**src/hw/rtl/acfs_pkg.sv**
```systemverilog
// acfs_pkg: shared types, codes and saturating helpers for the acl credit
// fragment scheduler
// no dependencies
`timescale 1ns / 1ps

package acfs_pkg;

    // default sizing
    localparam int P_MAX_CONNECTIONS = 16;
    localparam int P_QUEUE_DEPTH     = 32;
    localparam int P_MAX_FRAGMENTS   = 32;

    // one item releases at most this many queued fragments
    localparam logic [5:0] DRAIN_MAX = 6'd63;

    // input actions
    localparam logic [1:0] ACT_CONNECT    = 2'd0;
    localparam logic [1:0] ACT_SEND       = 2'd1;
    localparam logic [1:0] ACT_COMPLETE   = 2'd2;
    localparam logic [1:0] ACT_DISCONNECT = 2'd3;

    // result kinds
    localparam logic KIND_FRAG   = 1'b0;
    localparam logic KIND_STATUS = 1'b1;

    // packet boundary flags
    localparam logic [1:0] PB_FIRST_NF = 2'd0;
    localparam logic [1:0] PB_CONT     = 2'd1;
    localparam logic [1:0] PB_FIRST_FL = 2'd2;

    // status codes
    localparam logic [2:0] ST_OK         = 3'd0;
    localparam logic [2:0] ST_UNKNOWN    = 3'd1;
    localparam logic [2:0] ST_ZERO_FRAME = 3'd2;
    localparam logic [2:0] ST_QUEUE_OVF  = 3'd3;
    localparam logic [2:0] ST_TABLE_FULL = 3'd4;
    localparam logic [2:0] ST_TOO_MANY   = 3'd5;

    // configuration register indexes
    localparam logic [1:0] REG_ACL_FRAME = 2'd0;
    localparam logic [1:0] REG_ACL_TOTAL = 2'd1;
    localparam logic [1:0] REG_LE_FRAME  = 2'd2;
    localparam logic [1:0] REG_LE_TOTAL  = 2'd3;

    typedef struct packed {
        logic [11:0] handle;
        logic        transport;
        logic [15:0] outstanding;
    } t_conn;

    typedef struct packed {
        logic [11:0] handle;
        logic [1:0]  pb;
        logic [15:0] len;
    } t_frag;

    // add with saturation at 65535
    function automatic logic [15:0] f_add16_sat(input logic [15:0] a, input logic [15:0] b);
        logic [16:0] s;
        s = {1'b0, a} + {1'b0, b};
        return s[16] ? 16'hFFFF : s[15:0];
    endfunction

    // add with saturation at 255
    function automatic logic [7:0] f_add8_sat(input logic [7:0] a, input logic [15:0] b);
        logic [16:0] s;
        s = {9'd0, a} + {1'b0, b};
        return (s > 17'd255) ? 8'hFF : s[7:0];
    endfunction

endpackage

```
**src/hw/rtl/acfs_conn_mem.sv**
```systemverilog
// acfs_conn_mem: connection table storage, one write and one read port,
// registered read data; depends on acfs_pkg
`timescale 1ns / 1ps

module acfs_conn_mem #(
    parameter int DEPTH = acfs_pkg::P_MAX_CONNECTIONS,
    parameter int AW    = 4
) (
    input  logic            i_clk,
    input  logic            i_we,
    input  logic [AW-1:0]   i_waddr,
    input  acfs_pkg::t_conn i_wdata,
    input  logic            i_re,
    input  logic [AW-1:0]   i_raddr,
    output acfs_pkg::t_conn o_rdata
);
    import acfs_pkg::*;

    t_conn r_mem [DEPTH];
    t_conn r_rdata;

    always_ff @(posedge i_clk) begin
        if (i_we) begin
            r_mem[i_waddr] <= i_wdata;
        end
        if (i_re) begin
            r_rdata <= r_mem[i_raddr];
        end
    end

    assign o_rdata = r_rdata;

endmodule

```
**src/hw/rtl/acfs_queue_mem.sv**
```systemverilog
// acfs_queue_mem: pending fragment storage for both pools, indexed by pool
// and ring slot; registered read data; depends on acfs_pkg
`timescale 1ns / 1ps

module acfs_queue_mem #(
    parameter int DEPTH = acfs_pkg::P_QUEUE_DEPTH,
    parameter int PW    = 5,
    parameter int SW    = 4
) (
    input  logic            i_clk,
    input  logic            i_we,
    input  logic            i_wpool,
    input  logic [PW-1:0]   i_wptr,
    input  acfs_pkg::t_frag i_wfrag,
    input  logic [SW-1:0]   i_wslot,
    input  logic            i_re,
    input  logic            i_rpool,
    input  logic [PW-1:0]   i_rptr,
    output acfs_pkg::t_frag o_rfrag,
    output logic [SW-1:0]   o_rslot
);
    import acfs_pkg::*;

    t_frag             r_frag [2][DEPTH];
    logic [SW-1:0]     r_slot [2][DEPTH];
    t_frag             r_rfrag;
    logic [SW-1:0]     r_rslot;

    always_ff @(posedge i_clk) begin
        if (i_we) begin
            r_frag[i_wpool][i_wptr] <= i_wfrag;
            r_slot[i_wpool][i_wptr] <= i_wslot;
        end
        if (i_re) begin
            r_rfrag <= r_frag[i_rpool][i_rptr];
            r_rslot <= r_slot[i_rpool][i_rptr];
        end
    end

    assign o_rfrag = r_rfrag;
    assign o_rslot = r_rslot;

endmodule

```
**src/hw/rtl/acl_credit_fragment_scheduler.sv**
```systemverilog
// acl_credit_fragment_scheduler: top level with sequencer, credit pools,
// queue pointers and result register; depends on acfs_pkg, acfs_conn_mem, acfs_queue_mem
// every item starts with a table scan, which ends early only on a matching handle
// send: scan, repeated subtraction, then one fragment per cycle unless the output stalls
// completion: scan, then a queue read, table read and update per drained fragment
// disconnect: scan, then a purge pass over the queued entries of each pool; one item at a time
// reset (synchronous, active low) clears table valid bits, credits, queue pointers, configuration registers and state
`timescale 1ns / 1ps

module acl_credit_fragment_scheduler #(
    parameter int MAX_CONNECTIONS = acfs_pkg::P_MAX_CONNECTIONS,
    parameter int QUEUE_DEPTH     = acfs_pkg::P_QUEUE_DEPTH,
    parameter int MAX_FRAGMENTS   = acfs_pkg::P_MAX_FRAGMENTS
) (
    input  logic        i_clk,
    input  logic        i_rst_n,
    // configuration writes
    input  logic        i_cfg_we,
    input  logic [1:0]  i_cfg_idx,
    input  logic [15:0] i_cfg_data,
    // input beat
    input  logic        i_in_valid,
    output logic        o_in_ready,
    input  logic [1:0]  i_action,
    input  logic [11:0] i_handle,
    input  logic        i_transport,
    input  logic [15:0] i_payload_length,
    input  logic        i_flushable,
    input  logic [15:0] i_completed_count,
    // result beat
    output logic        o_out_valid,
    input  logic        i_out_ready,
    output logic        o_kind,
    output logic [11:0] o_frag_handle,
    output logic [1:0]  o_pb_flag,
    output logic [15:0] o_frag_length,
    output logic        o_pool,
    output logic [2:0]  o_status,
    output logic [15:0] o_acl_credits_left,
    output logic [7:0]  o_le_credits_left,
    output logic        o_last
);
    import acfs_pkg::*;

    // table slot index, ring pointer, queue fill and fragment count widths
    localparam int AW   = (MAX_CONNECTIONS > 1) ? $clog2(MAX_CONNECTIONS) : 1;
    localparam int PW   = (QUEUE_DEPTH > 1) ? $clog2(QUEUE_DEPTH) : 1;
    localparam int CNTW = $clog2(QUEUE_DEPTH + 1);
    localparam int CW   = $clog2(MAX_FRAGMENTS + 1);
    localparam int XW   = 17;
    localparam logic [AW-1:0] LAST_SLOT = AW'(MAX_CONNECTIONS - 1);

    // sequencer states
    localparam logic [3:0] S_IDLE  = 4'd0;
    localparam logic [3:0] S_FIND  = 4'd1;
    localparam logic [3:0] S_DISP  = 4'd2;
    localparam logic [3:0] S_DIV   = 4'd3;
    localparam logic [3:0] S_CHK   = 4'd4;
    localparam logic [3:0] S_SEND  = 4'd5;
    localparam logic [3:0] S_DR0   = 4'd6;
    localparam logic [3:0] S_DR1   = 4'd7;
    localparam logic [3:0] S_DR2   = 4'd8;
    localparam logic [3:0] S_PURGE = 4'd9;
    localparam logic [3:0] S_DISC  = 4'd10;
    localparam logic [3:0] S_STAT  = 4'd11;

    // ring pointer advance modulo the queue depth
    function automatic logic [PW-1:0] f_wrap(input logic [PW-1:0] a,
                                             input logic [CNTW-1:0] b);
        logic [CNTW:0] s;
        s = (CNTW+1)'(a) + (CNTW+1)'(b);
        if (s >= (CNTW+1)'(QUEUE_DEPTH)) begin
            s = s - (CNTW+1)'(QUEUE_DEPTH);
        end
        return s[PW-1:0];
    endfunction

    logic [3:0]      r_state;

    // latched input beat
    logic [1:0]      r_act;
    logic [11:0]     r_h;
    logic            r_tr;
    logic [15:0]     r_plen;
    logic            r_fl;
    logic [15:0]     r_cc;

    // configuration
    logic [15:0]     r_acl_frame;
    logic [15:0]     r_le_frame;
    logic [7:0]      r_le_total;

    // credit pools
    logic [15:0]     r_acl_cr, n_acl_cr;
    logic [7:0]      r_le_cr, n_le_cr;

    // queue ring state per pool
    logic [PW-1:0]   r_head [2];
    logic [CNTW-1:0] r_qcnt [2];

    // table valid bits and scan
    logic [MAX_CONNECTIONS-1:0] r_valid;
    logic [AW-1:0]   r_scan;
    logic            r_pend;
    logic [AW-1:0]   r_pidx;
    logic            r_found;
    logic [AW-1:0]   r_slot;
    logic            r_free_ok;
    logic [AW-1:0]   r_free;
    t_conn           r_ent;

    // send and drain bookkeeping
    logic            r_pool;
    logic [15:0]     r_frame;
    logic [15:0]     r_rem;
    logic [CW-1:0]   r_cnt;
    logic [CW-1:0]   r_count;
    logic [CW-1:0]   r_rel;
    logic [CW-1:0]   r_i;
    logic [2:0]      r_status;
    logic            r_spool;
    logic [5:0]      r_k;
    t_frag           r_qe_frag;
    logic [AW-1:0]   r_qe_slot;

    // purge pass
    logic            r_pp;
    logic [CNTW-1:0] r_rd;
    logic [CNTW-1:0] r_wr;

    // result register
    logic            r_ov;
    logic            r_o_kind;
    logic [11:0]     r_o_handle;
    logic [1:0]      r_o_pb;
    logic [15:0]     r_o_len;
    logic            r_o_pool;
    logic [2:0]      r_o_status;
    logic [15:0]     r_o_acl;
    logic [7:0]      r_o_le;
    logic            r_o_last;

    // memory ports
    logic            cm_we, cm_re;
    logic [AW-1:0]   cm_waddr, cm_raddr;
    t_conn           cm_wdata, cm_rdata;
    logic            qm_we, qm_re, qm_wpool, qm_rpool;
    logic [PW-1:0]   qm_wptr, qm_rptr;
    t_frag           qm_wfrag, qm_rfrag;
    logic [AW-1:0]   qm_wslot, qm_rslot;

    // emit request for the result register
    logic            out_free;
    logic            emit;
    t_frag           e_frag;
    logic            e_kind, e_pool, e_last;
    logic [2:0]      e_status;

    // derived control
    logic            hit;
    logic            le_on;
    logic            cur_pool;
    logic [15:0]     cur_frame;
    logic            cr_nz;
    logic            dr_go;
    logic            send_rel;
    logic            send_go;
    logic [CW-1:0]   cnt_n;
    logic [15:0]     send_len;
    logic [1:0]      send_pb;
    logic [XW-1:0]   chk_cr, chk_cnt, chk_rel, chk_need, chk_free;

    acfs_conn_mem #(
        .DEPTH (MAX_CONNECTIONS),
        .AW    (AW)
    ) u_conn_mem (
        .i_clk   (i_clk),
        .i_we    (cm_we),
        .i_waddr (cm_waddr),
        .i_wdata (cm_wdata),
        .i_re    (cm_re),
        .i_raddr (cm_raddr),
        .o_rdata (cm_rdata)
    );

    acfs_queue_mem #(
        .DEPTH (QUEUE_DEPTH),
        .PW    (PW),
        .SW    (AW)
    ) u_queue_mem (
        .i_clk   (i_clk),
        .i_we    (qm_we),
        .i_wpool (qm_wpool),
        .i_wptr  (qm_wptr),
        .i_wfrag (qm_wfrag),
        .i_wslot (qm_wslot),
        .i_re    (qm_re),
        .i_rpool (qm_rpool),
        .i_rptr  (qm_rptr),
        .o_rfrag (qm_rfrag),
        .o_rslot (qm_rslot)
    );

    assign out_free  = !r_ov || i_out_ready;
    assign le_on     = (r_le_total != 8'd0);
    // pool of the looked-up connection; unknown handles use the classic pool
    assign cur_pool  = r_found && r_ent.transport && le_on;
    assign cur_frame = cur_pool ? r_le_frame : r_acl_frame;
    assign hit       = r_pend && r_valid[r_pidx] && (cm_rdata.handle == r_h);
    assign cr_nz     = r_pool ? (r_le_cr != 8'd0) : (r_acl_cr != 16'd0);
    assign dr_go     = (r_k != DRAIN_MAX) && cr_nz && (r_qcnt[r_pool] != '0);
    assign cnt_n     = r_cnt + CW'(1);

    // fragments below the release count go out now, the rest are queued
    assign send_rel  = (r_i < r_rel);
    assign send_go   = !send_rel || out_free;
    assign send_len  = (r_i == r_count - CW'(1)) ? r_rem : r_frame;
    assign send_pb   = (r_i == '0) ? (r_fl ? PB_FIRST_FL : PB_FIRST_NF) : PB_CONT;

    // release count and queue room check
    assign chk_cr    = r_pool ? XW'(r_le_cr) : XW'(r_acl_cr);
    assign chk_cnt   = XW'(r_count);
    assign chk_rel   = (chk_cr < chk_cnt) ? chk_cr : chk_cnt;
    assign chk_need  = chk_cnt - chk_rel;
    assign chk_free  = XW'(QUEUE_DEPTH) - XW'(r_qcnt[r_pool]);

    always_comb begin
        cm_we     = 1'b0;
        cm_waddr  = r_slot;
        cm_wdata  = r_ent;
        cm_re     = 1'b0;
        cm_raddr  = r_scan;
        qm_we     = 1'b0;
        qm_wpool  = r_pool;
        qm_wptr   = f_wrap(r_head[r_pool], r_qcnt[r_pool]);
        qm_wfrag  = '{handle: r_h, pb: send_pb, len: send_len};
        qm_wslot  = r_slot;
        qm_re     = 1'b0;
        qm_rpool  = r_pool;
        qm_rptr   = r_head[r_pool];
        emit      = 1'b0;
        e_frag    = '{handle: r_h, pb: PB_FIRST_NF, len: 16'd0};
        e_kind    = KIND_STATUS;
        e_pool    = r_spool;
        e_status  = r_status;
        e_last    = 1'b1;
        n_acl_cr  = r_acl_cr;
        n_le_cr   = r_le_cr;

        unique case (r_state)
            S_FIND: begin
                cm_re    = 1'b1;
                cm_raddr = r_scan;
            end
            S_DISP: begin
                if (r_act == ACT_CONNECT) begin
                    // existing handle keeps its outstanding count
                    if (r_found) begin
                        cm_we    = 1'b1;
                        cm_waddr = r_slot;
                        cm_wdata = '{handle: r_h, transport: r_tr,
                                     outstanding: r_ent.outstanding};
                    end else if (r_free_ok) begin
                        cm_we    = 1'b1;
                        cm_waddr = r_free;
                        cm_wdata = '{handle: r_h, transport: r_tr, outstanding: 16'd0};
                    end
                end else if (r_found && r_act == ACT_COMPLETE) begin
                    if (cur_pool) begin
                        n_le_cr = f_add8_sat(r_le_cr, r_cc);
                    end else begin
                        n_acl_cr = f_add16_sat(r_acl_cr, r_cc);
                    end
                    cm_we    = 1'b1;
                    cm_waddr = r_slot;
                    cm_wdata = '{handle: r_ent.handle, transport: r_ent.transport,
                                 outstanding: (r_ent.outstanding > r_cc) ?
                                              (r_ent.outstanding - r_cc) : 16'd0};
                end
            end
            S_SEND: begin
                if (r_i < r_count) begin
                    if (send_rel) begin
                        if (out_free) begin
                            emit     = 1'b1;
                            e_kind   = KIND_FRAG;
                            e_frag   = '{handle: r_h, pb: send_pb, len: send_len};
                            e_pool   = r_pool;
                            e_status = ST_OK;
                            e_last   = 1'b0;
                            if (r_pool) begin
                                n_le_cr = r_le_cr - 8'd1;
                            end else begin
                                n_acl_cr = r_acl_cr - 16'd1;
                            end
                        end
                    end else begin
                        qm_we = 1'b1;
                    end
                end else begin
                    // released fragments all count as outstanding at once
                    cm_we    = 1'b1;
                    cm_waddr = r_slot;
                    cm_wdata = '{handle: r_ent.handle, transport: r_ent.transport,
                                 outstanding: f_add16_sat(r_ent.outstanding, 16'(r_rel))};
                end
            end
            S_DR0: begin
                if (dr_go) begin
                    qm_re    = 1'b1;
                    qm_rpool = r_pool;
                    qm_rptr  = r_head[r_pool];
                end
            end
            S_DR1: begin
                // queue entry carries its table slot, so no handle search here
                cm_re    = 1'b1;
                cm_raddr = qm_rslot;
            end
            S_DR2: begin
                if (out_free) begin
                    cm_we    = 1'b1;
                    cm_waddr = r_qe_slot;
                    cm_wdata = '{handle: cm_rdata.handle, transport: cm_rdata.transport,
                                 outstanding: f_add16_sat(cm_rdata.outstanding, 16'd1)};
                    emit     = 1'b1;
                    e_kind   = KIND_FRAG;
                    e_frag   = r_qe_frag;
                    e_pool   = r_pool;
                    e_status = ST_OK;
                    e_last   = 1'b0;
                    if (r_pool) begin
                        n_le_cr = r_le_cr - 8'd1;
                    end else begin
                        n_acl_cr = r_acl_cr - 16'd1;
                    end
                end
            end
            S_PURGE: begin
                // read runs ahead of the compacting write
                qm_rpool = r_pp;
                qm_rptr  = f_wrap(r_head[r_pp], r_rd);
                qm_re    = (r_rd < r_qcnt[r_pp]);
                qm_wpool = r_pp;
                qm_wptr  = f_wrap(r_head[r_pp], r_wr);
                qm_wfrag = qm_rfrag;
                qm_wslot = qm_rslot;
                qm_we    = r_pend && (qm_rfrag.handle != r_h);
            end
            S_DISC: begin
                if (r_pool) begin
                    n_le_cr = f_add8_sat(r_le_cr, r_ent.outstanding);
                end else begin
                    n_acl_cr = f_add16_sat(r_acl_cr, r_ent.outstanding);
                end
            end
            S_STAT: begin
                emit = out_free;
            end
            default: begin
            end
        endcase

        // a total write reloads its pool
        if (i_cfg_we && i_cfg_idx == REG_ACL_TOTAL) begin
            n_acl_cr = i_cfg_data;
        end
        if (i_cfg_we && i_cfg_idx == REG_LE_TOTAL) begin
            n_le_cr = i_cfg_data[7:0];
        end
    end

    // sequencer
    always_ff @(posedge i_clk) begin
        if (!i_rst_n) begin
            r_state     <= S_IDLE;
            r_valid     <= '0;
            r_acl_cr    <= 16'd0;
            r_le_cr     <= 8'd0;
            r_acl_frame <= 16'd0;
            r_le_frame  <= 16'd0;
            r_le_total  <= 8'd0;
            r_head[0]   <= '0;
            r_head[1]   <= '0;
            r_qcnt[0]   <= '0;
            r_qcnt[1]   <= '0;
            r_pend      <= 1'b0;
        end else begin
            r_acl_cr <= n_acl_cr;
            r_le_cr  <= n_le_cr;
            if (i_cfg_we) begin
                unique case (i_cfg_idx)
                    REG_ACL_FRAME: r_acl_frame <= i_cfg_data;
                    REG_LE_FRAME:  r_le_frame  <= i_cfg_data;
                    REG_LE_TOTAL:  r_le_total  <= i_cfg_data[7:0];
                    default: begin
                    end
                endcase
            end

            unique case (r_state)
                S_IDLE: begin
                    if (i_in_valid) begin
                        r_act     <= i_action;
                        r_h       <= i_handle;
                        r_tr      <= i_transport;
                        r_plen    <= i_payload_length;
                        r_fl      <= i_flushable;
                        r_cc      <= i_completed_count;
                        r_scan    <= '0;
                        r_pend    <= 1'b0;
                        r_found   <= 1'b0;
                        r_free_ok <= 1'b0;
                        r_state   <= S_FIND;
                    end
                end
                S_FIND: begin
                    r_pend <= 1'b1;
                    r_pidx <= r_scan;
                    if (r_scan != LAST_SLOT) begin
                        r_scan <= r_scan + AW'(1);
                    end
                    if (r_pend) begin
                        if (hit) begin
                            r_found <= 1'b1;
                            r_slot  <= r_pidx;
                            r_ent   <= cm_rdata;
                            r_state <= S_DISP;
                        end else begin
                            // first free slot, for a connect to a new handle
                            if (!r_valid[r_pidx] && !r_free_ok) begin
                                r_free_ok <= 1'b1;
                                r_free    <= r_pidx;
                            end
                            if (r_pidx == LAST_SLOT) begin
                                r_state <= S_DISP;
                            end
                        end
                    end
                end
                S_DISP: begin
                    r_pend <= 1'b0;
                    r_pool <= cur_pool;
                    if (r_act == ACT_CONNECT) begin
                        r_state <= S_STAT;
                        if (r_found || r_free_ok) begin
                            r_status <= ST_OK;
                            r_spool  <= r_tr && le_on;
                            if (!r_found) begin
                                r_valid[r_free] <= 1'b1;
                            end
                        end else begin
                            r_status <= ST_TABLE_FULL;
                            r_spool  <= 1'b0;
                        end
                    end else if (!r_found) begin
                        r_status <= ST_UNKNOWN;
                        r_spool  <= cur_pool;
                        r_state  <= S_STAT;
                    end else begin
                        r_spool <= cur_pool;
                        unique case (r_act)
                            ACT_SEND: begin
                                r_frame <= cur_frame;
                                if (r_plen <= cur_frame) begin
                                    r_status <= ST_OK;
                                    r_count  <= CW'(1);
                                    r_state  <= S_CHK;
                                end else if (cur_frame == 16'd0) begin
                                    r_status <= ST_ZERO_FRAME;
                                    r_state  <= S_STAT;
                                end else begin
                                    r_status <= ST_OK;
                                    r_rem    <= r_plen;
                                    r_cnt    <= '0;
                                    r_state  <= S_DIV;
                                end
                            end
                            ACT_COMPLETE: begin
                                r_status <= ST_OK;
                                r_k      <= 6'd0;
                                r_state  <= S_DR0;
                            end
                            ACT_DISCONNECT: begin
                                r_status <= ST_OK;
                                r_pp     <= 1'b0;
                                r_rd     <= '0;
                                r_wr     <= '0;
                                r_state  <= S_PURGE;
                            end
                            default: begin
                                r_status <= ST_OK;
                                r_state  <= S_STAT;
                            end
                        endcase
                    end
                end
                S_DIV: begin
                    // fragment count by repeated subtraction of the frame length
                    if (r_rem <= r_frame) begin
                        r_count <= cnt_n;
                        r_state <= S_CHK;
                    end else if (cnt_n >= CW'(MAX_FRAGMENTS)) begin
                        r_status <= ST_TOO_MANY;
                        r_state  <= S_STAT;
                    end else begin
                        r_rem <= r_rem - r_frame;
                        r_cnt <= cnt_n;
                    end
                end
                S_CHK: begin
                    if (chk_need > chk_free) begin
                        r_status <= ST_QUEUE_OVF;
                        r_state  <= S_STAT;
                    end else begin
                        r_rel   <= chk_rel[CW-1:0];
                        r_i     <= '0;
                        r_rem   <= r_plen;
                        r_state <= S_SEND;
                    end
                end
                S_SEND: begin
                    if (r_i < r_count) begin
                        if (send_go) begin
                            r_i   <= r_i + CW'(1);
                            r_rem <= r_rem - r_frame;
                            if (!send_rel) begin
                                r_qcnt[r_pool] <= r_qcnt[r_pool] + CNTW'(1);
                            end
                        end
                    end else begin
                        r_state <= S_STAT;
                    end
                end
                S_DR0: begin
                    r_state <= dr_go ? S_DR1 : S_STAT;
                end
                S_DR1: begin
                    r_qe_frag <= qm_rfrag;
                    r_qe_slot <= qm_rslot;
                    r_state   <= S_DR2;
                end
                S_DR2: begin
                    if (out_free) begin
                        r_head[r_pool] <= f_wrap(r_head[r_pool], CNTW'(1));
                        r_qcnt[r_pool] <= r_qcnt[r_pool] - CNTW'(1);
                        r_k            <= r_k + 6'd1;
                        r_state        <= S_DR0;
                    end
                end
                S_PURGE: begin
                    r_pend <= qm_re;
                    if (qm_re) begin
                        r_rd <= r_rd + CNTW'(1);
                    end
                    if (qm_we) begin
                        r_wr <= r_wr + CNTW'(1);
                    end
                    if (!qm_re && !r_pend) begin
                        r_qcnt[r_pp] <= r_wr;
                        r_rd         <= '0;
                        r_wr         <= '0;
                        if (r_pp) begin
                            r_state <= S_DISC;
                        end else begin
                            r_pp <= 1'b1;
                        end
                    end
                end
                S_DISC: begin
                    r_valid[r_slot] <= 1'b0;
                    r_state         <= S_STAT;
                end
                S_STAT: begin
                    if (out_free) begin
                        r_state <= S_IDLE;
                    end
                end
                default: begin
                    r_state <= S_IDLE;
                end
            endcase
        end
    end

    // result register: a new beat loads as the old one leaves
    always_ff @(posedge i_clk) begin
        if (!i_rst_n) begin
            r_ov <= 1'b0;
        end else if (emit) begin
            r_ov <= 1'b1;
        end else if (i_out_ready) begin
            r_ov <= 1'b0;
        end
    end

    always_ff @(posedge i_clk) begin
        if (emit) begin
            r_o_kind   <= e_kind;
            r_o_handle <= e_frag.handle;
            r_o_pb     <= e_frag.pb;
            r_o_len    <= e_frag.len;
            r_o_pool   <= e_pool;
            r_o_status <= e_status;
            r_o_acl    <= n_acl_cr;
            r_o_le     <= n_le_cr;
            r_o_last   <= e_last;
        end
    end

    assign o_in_ready         = (r_state == S_IDLE);
    assign o_out_valid        = r_ov;
    assign o_kind             = r_o_kind;
    assign o_frag_handle      = r_o_handle;
    assign o_pb_flag          = r_o_pb;
    assign o_frag_length      = r_o_len;
    assign o_pool             = r_o_pool;
    assign o_status           = r_o_status;
    assign o_acl_credits_left = r_o_acl;
    assign o_le_credits_left  = r_o_le;
    assign o_last             = r_o_last;

    // queue fill never passes the depth
    a_qcnt_bound: assert property (@(posedge i_clk) disable iff (!i_rst_n)
        (r_qcnt[0] <= CNTW'(QUEUE_DEPTH)) && (r_qcnt[1] <= CNTW'(QUEUE_DEPTH)))
        else $error("pending queue count beyond depth");

    // only the status beat closes an item
    a_last_kind: assert property (@(posedge i_clk) disable iff (!i_rst_n)
        o_out_valid |-> (o_kind == o_last))
        else $error("last flag not on status beat");

    // fragment beats carry ok status
    a_frag_ok: assert property (@(posedge i_clk) disable iff (!i_rst_n)
        (o_out_valid && o_kind == KIND_FRAG) |-> (o_status == ST_OK))
        else $error("fragment beat with error status");

    // le credits stay at zero while le shares the classic pool
    a_le_shared: assert property (@(posedge i_clk) disable iff (!i_rst_n)
        (r_le_total == 8'd0) |-> (r_le_cr == 8'd0))
        else $error("le credits while le pool disabled");

endmodule
```
**config.mk**
```make
export PLATFORM = sky130hd
export DESIGN_NAME = acl_credit_fragment_scheduler
export DESIGN_NICKNAME = d
export VERILOG_FILES = /design/src/hw/rtl/acfs_pkg.sv /design/src/hw/rtl/acfs_conn_mem.sv /design/src/hw/rtl/acfs_queue_mem.sv /design/src/hw/rtl/acl_credit_fragment_scheduler.sv
export SDC_FILE = /design/constraint.sdc
export NUM_CORES = 2
export LEC_CHECK = 0
export BUFFER_PORTS_ARGS = -buffer_cell sky130_fd_sc_hd__buf_2
export CAP_MARGIN = 20
export CORE_MARGIN = 5
export CORE_UTILIZATION = 51
export CTS_CLUSTER_DIAMETER = 30
export DETAILED_ROUTE_END_ITERATION = 7
export PLACE_DENSITY = 0.66
export RECOVER_POWER = 50
export SYNTH_ARGS = -nofsm -noshare
export SYNTH_HDL_FRONTEND = slang
export SYNTH_SLANG_ARGS = --single-unit
```
**constraint.sdc**
```tcl
create_clock -name i_clk -period 12.67 [get_ports i_clk]
set_clock_uncertainty 0.05 [all_clocks]
set_input_delay 1.267 -clock i_clk [delete_from_list [all_inputs] [get_ports i_clk]]
set_output_delay 1.267 -clock i_clk [all_outputs]
set_load 0.03 [all_outputs]
```
Yosys cells after proc, flatten, opt, wreduce, memory -nomap -nowiden
Memories as Yosys holds them, arrays and structs flattened. A register that Yosys moved wholly into a read port is not among the register bits.
Cells that the tools add are included.
{"block": "op_classes", "bitwise_logic": 9, "muxes": 237, "n_reduce_logical": 74, "order_cmp": 23, "add_sub_neg": 29, "n_eq_ne": 57}
{"op": "960-bit two-way mux", "n": 1}
{"op": "16-bit two-way mux", "n": 33}
{"op": "6-bit two-way mux", "n": 29}
{"op": "30-bit binary-select mux with 5-bit select", "n": 1}
{"op": "30-bit demux with 5-bit select", "n": 1}
{"op": "30-bit two-way mux", "n": 5}
{"op": "128-bit two-way mux", "n": 1}
{"op": "16-bit case mux with 4 select lines", "n": 2}
{"op": "29-bit two-way mux", "n": 4}
{"op": "4-bit two-way mux", "n": 28}
{"op": "8-bit two-way mux", "n": 11}
{"op": "29-bit case mux with 3 select lines", "n": 1}
{"op": "6-bit case mux with 2 select lines", "n": 6}
{"op": "1-bit two-way mux", "n": 63}
{"op": "30-bit case mux with 2 select lines", "n": 1}
{"op": "2-bit inequality test (second input constant)", "n": 29}
{"op": "18-bit two-way mux", "n": 3}
{"op": "5-bit two-way mux", "n": 10}
{"op": "4-bit case mux with 12 select lines", "n": 1}
{"op": "6-bit by 1-bit adder with 6-bit output (second input constant)", "n": 6}
{"op": "16-bit by 16-bit adder with 17-bit output", "n": 2}
{"op": "8-bit by 16-bit adder with 17-bit output", "n": 2}
{"op": "17-bit by 8-bit greater-than comparator with 1-bit output (second input constant)", "n": 2}
{"op": "16-bit less-or-equal comparator", "n": 2}
{"op": "other kinds (79)", "n": 185}
{"block": "word_totals", "out_inout_bits": 62, "input_bits": 71, "n_memories": 5, "register_bits": 388, "ramBits": 2662}
{"memory": "u_queue_mem.r_frag", "depth": 2, "width": 960, "read_ports": 1, "rd_clocked_by_memory_dff": 0, "wr": 1, "line": "acfs_queue_mem.sv:24", "source": "t_frag r_frag [2][DEPTH];"}
{"memory": "u_conn_mem.r_mem", "depth": 16, "width": 29, "read_ports": 1, "rd_clocked_by_memory_dff": 1, "wr": 1, "line": "acfs_conn_mem.sv:19", "source": "t_conn r_mem [DEPTH];"}
{"memory": "u_queue_mem.r_slot", "depth": 2, "width": 128, "read_ports": 1, "rd_clocked_by_memory_dff": 0, "wr": 1, "line": "acfs_queue_mem.sv:25", "source": "logic [SW-1:0] r_slot [2][DEPTH];"}
{"memory": "r_qcnt", "depth": 2, "width": 6, "read_ports": 2, "rd_clocked_by_memory_dff": 2, "wr": 2, "line": "acl_credit_fragment_scheduler.sv:99", "source": "logic [CNTW-1:0] r_qcnt [2];"}
{"memory": "r_head", "depth": 2, "width": 5, "read_ports": 2, "rd_clocked_by_memory_dff": 2, "wr": 2, "line": "acl_credit_fragment_scheduler.sv:98", "source": "logic [PW-1:0] r_head [2];"}

Longest topological paths before layout
{"block": "logic_depth", "depth_word": 14, "ltp_mapped": 29, "ltp_nobuf": 25}

Modules after synthesis
A second synthesis with hierarchy kept.
{"block": "unflattened", "cells_unflattened": 7137, "hier_area_um2": 127259.6}
{"mod": "acfs_queue_mem", "n_inst": 1, "area_each_um2": 83605.2, "cells_per_inst": 3633}
{"mod": "acl_credit_fragment_scheduler", "n_inst": 1, "area_each_um2": 25331.8, "cells_per_inst": 2743}
{"mod": "acfs_conn_mem", "n_inst": 1, "area_each_um2": 18322.6, "cells_per_inst": 761}

Worst setup path after synthesis
OpenSTA, ideal clock, no wires.
{"block": "synth_timing", "kind": "reg-to-reg", "start": "register r_pool", "end": "register r_rem[0], enable pin", "period_less_slack_ns": 6.253, "arrival_ns": 5.829, "path_slack_ns": 6.417, "setup_time_ns": 0.374, "path_stages_with_launch": 26, "path_cell_list": "edfxtp_1 > clkbuf_1 > clkbuf_1 > buf_1 > mux2_2 > ha_1 > a21oi_1 > nor2b_1 > o211ai_1 > o2111ai_1 > clkbuf_1 > mux2i_1 > ha_1 > a21o_1 > a21o_1 > a21o_1 > a21o_1 > xor2_1 > ha_1 > o211ai_1 > a21oi_1 > a211o_1 > a21o_1 > and3_1 > a21oi_1 > and3_1"}
{"block": "synth_via", "elab_chain_len": 7}
{"item": "start, declared", "line": "acl_credit_fragment_scheduler.sv:113", "source": "logic r_pool;"}
{"item": "start signal, assigned", "line": "acl_credit_fragment_scheduler.sv:443", "source": "r_pool <= cur_pool;"}
{"item": "16-bit two-way mux (*)", "line": "acl_credit_fragment_scheduler.sv:221", "source": "assign chk_cr = r_pool ? XW'(r_le_cr) : XW'(r_acl_cr);"}
{"item": "16-bit by 6-bit < comparator with 1-bit output", "line": "acl_credit_fragment_scheduler.sv:223", "source": "assign chk_rel = (chk_cr < chk_cnt) ? chk_cr : chk_cnt;"}
{"item": "16-bit two-way mux (*)", "line": "acl_credit_fragment_scheduler.sv:223"}
{"item": "6-bit by 16-bit subtractor with 17-bit output (*)", "line": "acl_credit_fragment_scheduler.sv:224", "source": "assign chk_need = chk_cnt - chk_rel;"}
{"item": "17-bit greater-than comparator (*)", "line": "acl_credit_fragment_scheduler.sv:512", "source": "if (chk_need > chk_free) begin"}
{"item": "2-bit inequality test (no source line) (*)"}
{"item": "12-bit AND reduction (no source line) (*)"}
{"item": "end signal, assigned", "line": "acl_credit_fragment_scheduler.sv:507", "source": "r_rem <= r_rem - r_frame;"}
{"item": "end signal, assigned", "line": "acl_credit_fragment_scheduler.sv:518", "source": "r_rem <= r_plen;"}
{"item": "end signal, assigned", "line": "acl_credit_fragment_scheduler.sv:526", "source": "r_rem <= r_rem - r_frame;"}
{"item": "end, declared", "line": "acl_credit_fragment_scheduler.sv:115", "source": "logic [15:0] r_rem;"}
Every way passes the cells marked *; elsewhere a longest branch is shown, timed or not.
A chain may end at the register's enable or synchronous reset.

Final worst setup path
{"block": "layout_timing", "start": "register r_state[1]", "end": "memory u_queue_mem.r_frag[1][469] (netlist name), enable pin"}
{"block": "layout_via", "elab_chain_len": 8, "word_cells_on_any_way": 13, "cone_classes": "order compare (2); eq/ne (2); mux (7); bitwise (1); reduce/logical (1)"}
{"item": "start, declared", "line": "acl_credit_fragment_scheduler.sv:78", "source": "logic [3:0] r_state;"}
{"item": "start signal, assigned", "line": "acl_credit_fragment_scheduler.sv:536", "source": "r_state <= dr_go ? S_DR1 : S_STAT;"}
{"item": "4-bit equality test", "line": "acl_credit_fragment_scheduler.sv:250", "source": "unique case (r_state)"}
{"item": "5-bit two-way mux", "line": "acl_credit_fragment_scheduler.sv:250"}
{"item": "5-bit inverter with 6-bit output (not written as such)", "line": "acfs_queue_mem.sv:31", "source": "r_frag[i_wpool][i_wptr] <= i_wfrag;"}
{"item": "6-bit >= comparator (not written as such) or 6-bit by 1-bit < comparator with 1-bit output (tied branches)", "line": "acfs_queue_mem.sv:31"}
{"item": "1-bit logical AND (not written as such)", "line": "acfs_queue_mem.sv:31"}
{"item": "30-bit two-way mux (not written as such)", "line": "acfs_queue_mem.sv:31"}
{"item": "30-bit demux with 5-bit select", "line": "acfs_queue_mem.sv:31"}
{"item": "960-bit two-way mux (not written as such)", "line": "acfs_queue_mem.sv:31"}
{"item": "end, declared", "line": "acfs_queue_mem.sv:24"}
Several ways; a longest one is shown, not always the timed one.

==> summary.md <==
| Metric | Value |
|---|---|
| Number of synthesized flops with an enable pin | `2993` |
| CP endpoint kind | `register` |
| F_max | `110.5 MHz` |
| Die height | `509.6 µm` |
| Clock Pin Slew Worst Setup and Hold Paths | `0.05 ns` |
| Min-Delay Endpoint | `r_ent[16]` |
| Hold_sp | `u_conn_mem.o_rdata[16]` |
| Commonest non-fill, non-tap cell in the layout | `edfxtp_1` |
| Starting density of the core | `0.5123` |
| Die area | `259700 µm²` |
| Req. time, crit path | `13.19 ns` |
| Clk buf depth | `4` |
| Slew Viols, Final | `2340` |
| Hold path cells | `0` |
| Hold Vio Cnt, Final | `0` |
| Initial antenna violation count | `18` |
| TritonCTS Buffers | `576` |
| Cell accounting for the most synthesized area | `edfxtp_1` |
| First DRT Iteration DRCs | `8472` |
| CTS H-tree lvls | `6` |
| Top cells by area in the synthesized netlist | `edfxtp_1 71%, mux4_2 12%, ha_1 1.7%` |
| Post-synthesis async set-or-reset flop share | `0` |
| CTS root buf | `clkbuf_16` |
| Setup Total Neg Slack | `0 ns` |
| P_leak | `50.85 nW` |
| First-pass GRT wire length | `510900 µm` |
| Maximum VDD drop | `201.2 µV` |
| Post-synth top flop | `edfxtp_1` |
| Routed WL per cell | `30.90 µm` |
| CTS Hold Buffers Added | `0` |
| Yosys warning count | `0` |
| Synth cell types | `84` |
| Via Count | `72860` |
| RR Endpoint | `u_queue_mem.r_frag[1][469]` |
| Worst R2R Path Depth | `9` |
| Nets | `7965` |
| Synth top area share | `0.7061` |
| CP Max Fanout | `54` |
| Post-Syn Area | `127300 µm²` |
| Post-CTS setup buffer count | `0` |
| Total core area | `248400 µm²` |
| DP Wirelength | `204500 µm` |
| Worst setup SP type | `register` |
| Cell row count | `183` |
| CP Class | `register to register` |
| Reg2Reg Launch Point | `r_state[1]` |
| Routed wire length | `355000 µm` |
| Most frequent cells in the layout | `2993 x edfxtp_1, 665 x mux4_2, 584 x clkbuf_16` |
| First-pass DRT Iterations | `6` |
| RSZ-0062 raised after global routing | `no` |
| # clock sinks | `3081` |
| Final setup violation count | `0` |
| Post-route setup slack | `3.622 ns` |
| Arr. time, crit path | `9.57 ns` |
| Gate Count Post-Synth | `7120` |
| Die Width | `509.6 µm` |
| Total gr overflow | `0` |
| Worst skew pair latency | `0.99 ns` |
| Final worst-path cycle share | `0.7142` |
| Post-Syn Nets | `7380` |
| Post-route DRC | `0` |
| Failing checks | `capacitance limit, slew limit` |
| Power Density | `217.9 nW/µm²` |
| PortBufs | `132` |
| Worst Hold Class | `register to register` |
| Setup crit start | `r_state[1]` |
| FF+latch count, synth | `3081` |
| Drt via density | `6.342` |
| Pin count of the biggest net entering global routing | `125` |
| CTS tree | `yes` |
| Syn_area_per_cell | `17.88 µm²` |
| Pre-CTS setup slack | `5.579 ns` |
| Ports | `133` |
| Internal reg-to-reg setup slack | `3.62 ns` |
| Actual slew at the worst max-slew pin | `3.546 ns` |
| Status | `finished with violations` |
| Hold_ws | `0.4065 ns` |
| DRT antenna net count | `0` |
| Routability cong. | `0.9308` |
| Share of cells above drive strength 1 | `0.2351` |
| Post-synthesis sequential area ratio | `0.7200` |
| Min cycle time layout | `9.048 ns` |
| Worst rel slew slack | `-1.364` |
| Vias in the first global route | `73590` |
| Max-cap viol count | `46` |
| Area Overhead vs Synth | `19.43%` |
| Overall Global Routing Usage | `0.2711` |
| Post-CTS resize count | `0` |
-- per-stage QoR --
step	total power [W]	utilization	instance area (µm²)	std cells
floorplan	0.01611	-	127300	7120
global placement	0.01824	0.5370	133400	10440
detailed placement	0.01832	0.5373	133500	10450
CTS	0.03324	0.6137	152500	11470
global route	0.03425	0.6118	152000	11480
finish	0.03313	0.6119	152000	11490
-- worst max path at each step --
stage,end,slack [ns],cells after the start
after floorplan,r_rem[0],6.42,25
after global placement,r_rem[2],5.33,25
after detailed placement,r_rem[2],5.58,26
after CTS,r_rem[2],5.56,26
after global routing,u_queue_mem.r_slot[1][61],3.22,9
final,u_queue_mem.r_frag[1][469],3.62,9
-- cells in the mapped netlist (64+ instances only) --
cell type and instances:
edfxtp_1 2993, mux4_2 665, nand2_1 499, nor2_1 353
clkbuf_1 239, a21oi_1 232, a22oi_1 187, o21ai_0 184
ha_1 177, a22o_1 137, inv_1 124, dfxtp_1 88
xnor2_1 83, nand3_1 80, a31oi_1 75, mux2i_1 71
buf_2 70, xor2_1 69, and2_1 64
-- routing by layer --
metal  GRT usage  vias to the layer above  wire length [µm]
met3     0.06189                      770             35060
met1      0.3730                    37610            138100
met2      0.4203                     4068            164500
met5           0                        -                22
li1            -                    30410                 -
met4      0.1181                        4             17310
-- final cells by class --
type                    instances  area, µm²
repair buffers                365       2195
clock buffers                 650      14930
diodes                          9      22.52
inverters                     126      473.0
well taps                    3330       4167
multi-input cells            3555      34550
clock inverters               373       4044
fillers                     17510      96410
flip-flops and latches       3081      91640
-- registers in the layout (all words and copies together), names as in the netlist, 12 cells and up, named ones only --
| register | cells |
|---|---|
| o_frag_handle | 12 |
| u_conn_mem.o_rdata | 29 |
| o_frag_length | 16 |
| r_valid | 16 |
| u_queue_mem.o_rfrag | 30 |
| r_acl_cr | 16 |
| r_cc | 16 |
| r_ent | 29 |
| r_rem | 16 |
| r_frame | 16 |
| r_plen | 16 |
| u_queue_mem.r_slot | 256 |
| r_qe_frag | 30 |
| r_le_frame | 16 |
| r_h | 12 |
| r_qcnt | 12 |
| o_acl_credits_left | 16 |
| u_conn_mem.r_mem | 464 |
| u_queue_mem.r_frag | 1920 |
| r_acl_frame | 16 |
-- power by group --
group / leakage [nW] / total, W / switching, W / internal (W)
registers: 27.6 / 0.0123 / 0.000283 / 0.0120
logic: 14.0 / 0.00593 / 0.00393 / 0.00201
clock network: 9.17 / 0.0149 / 0.00507 / 0.00982
total: 50.8 / 0.0331 / 0.00929 / 0.0238
-- critical path, cell delays in order (launching register included) --
cell and delay, ns:
dfxtp_1 0.30, clkbuf_1 0.73, nand4bb_1 0.94, clkbuf_1 2.22, clkinv_1 0.72, clkbuf_1 0.86, o31ai_1 0.77, nand2_1 0.71
nor2_4 0.78, buf_4 0.50
-- cells by family after synthesis --
family / synth area share
flip-flops: 0.7200
buffers and inverters: 0.01543
XOR/XNOR: 0.01046
multiplexers: 0.1252
AND/OR/NAND/NOR: 0.04528
AO/OA/AOI/OAI: 0.06439
adder cells (fa/ha/maj): 0.01929
Note: power is estimated with default switching activity, not from simulation.
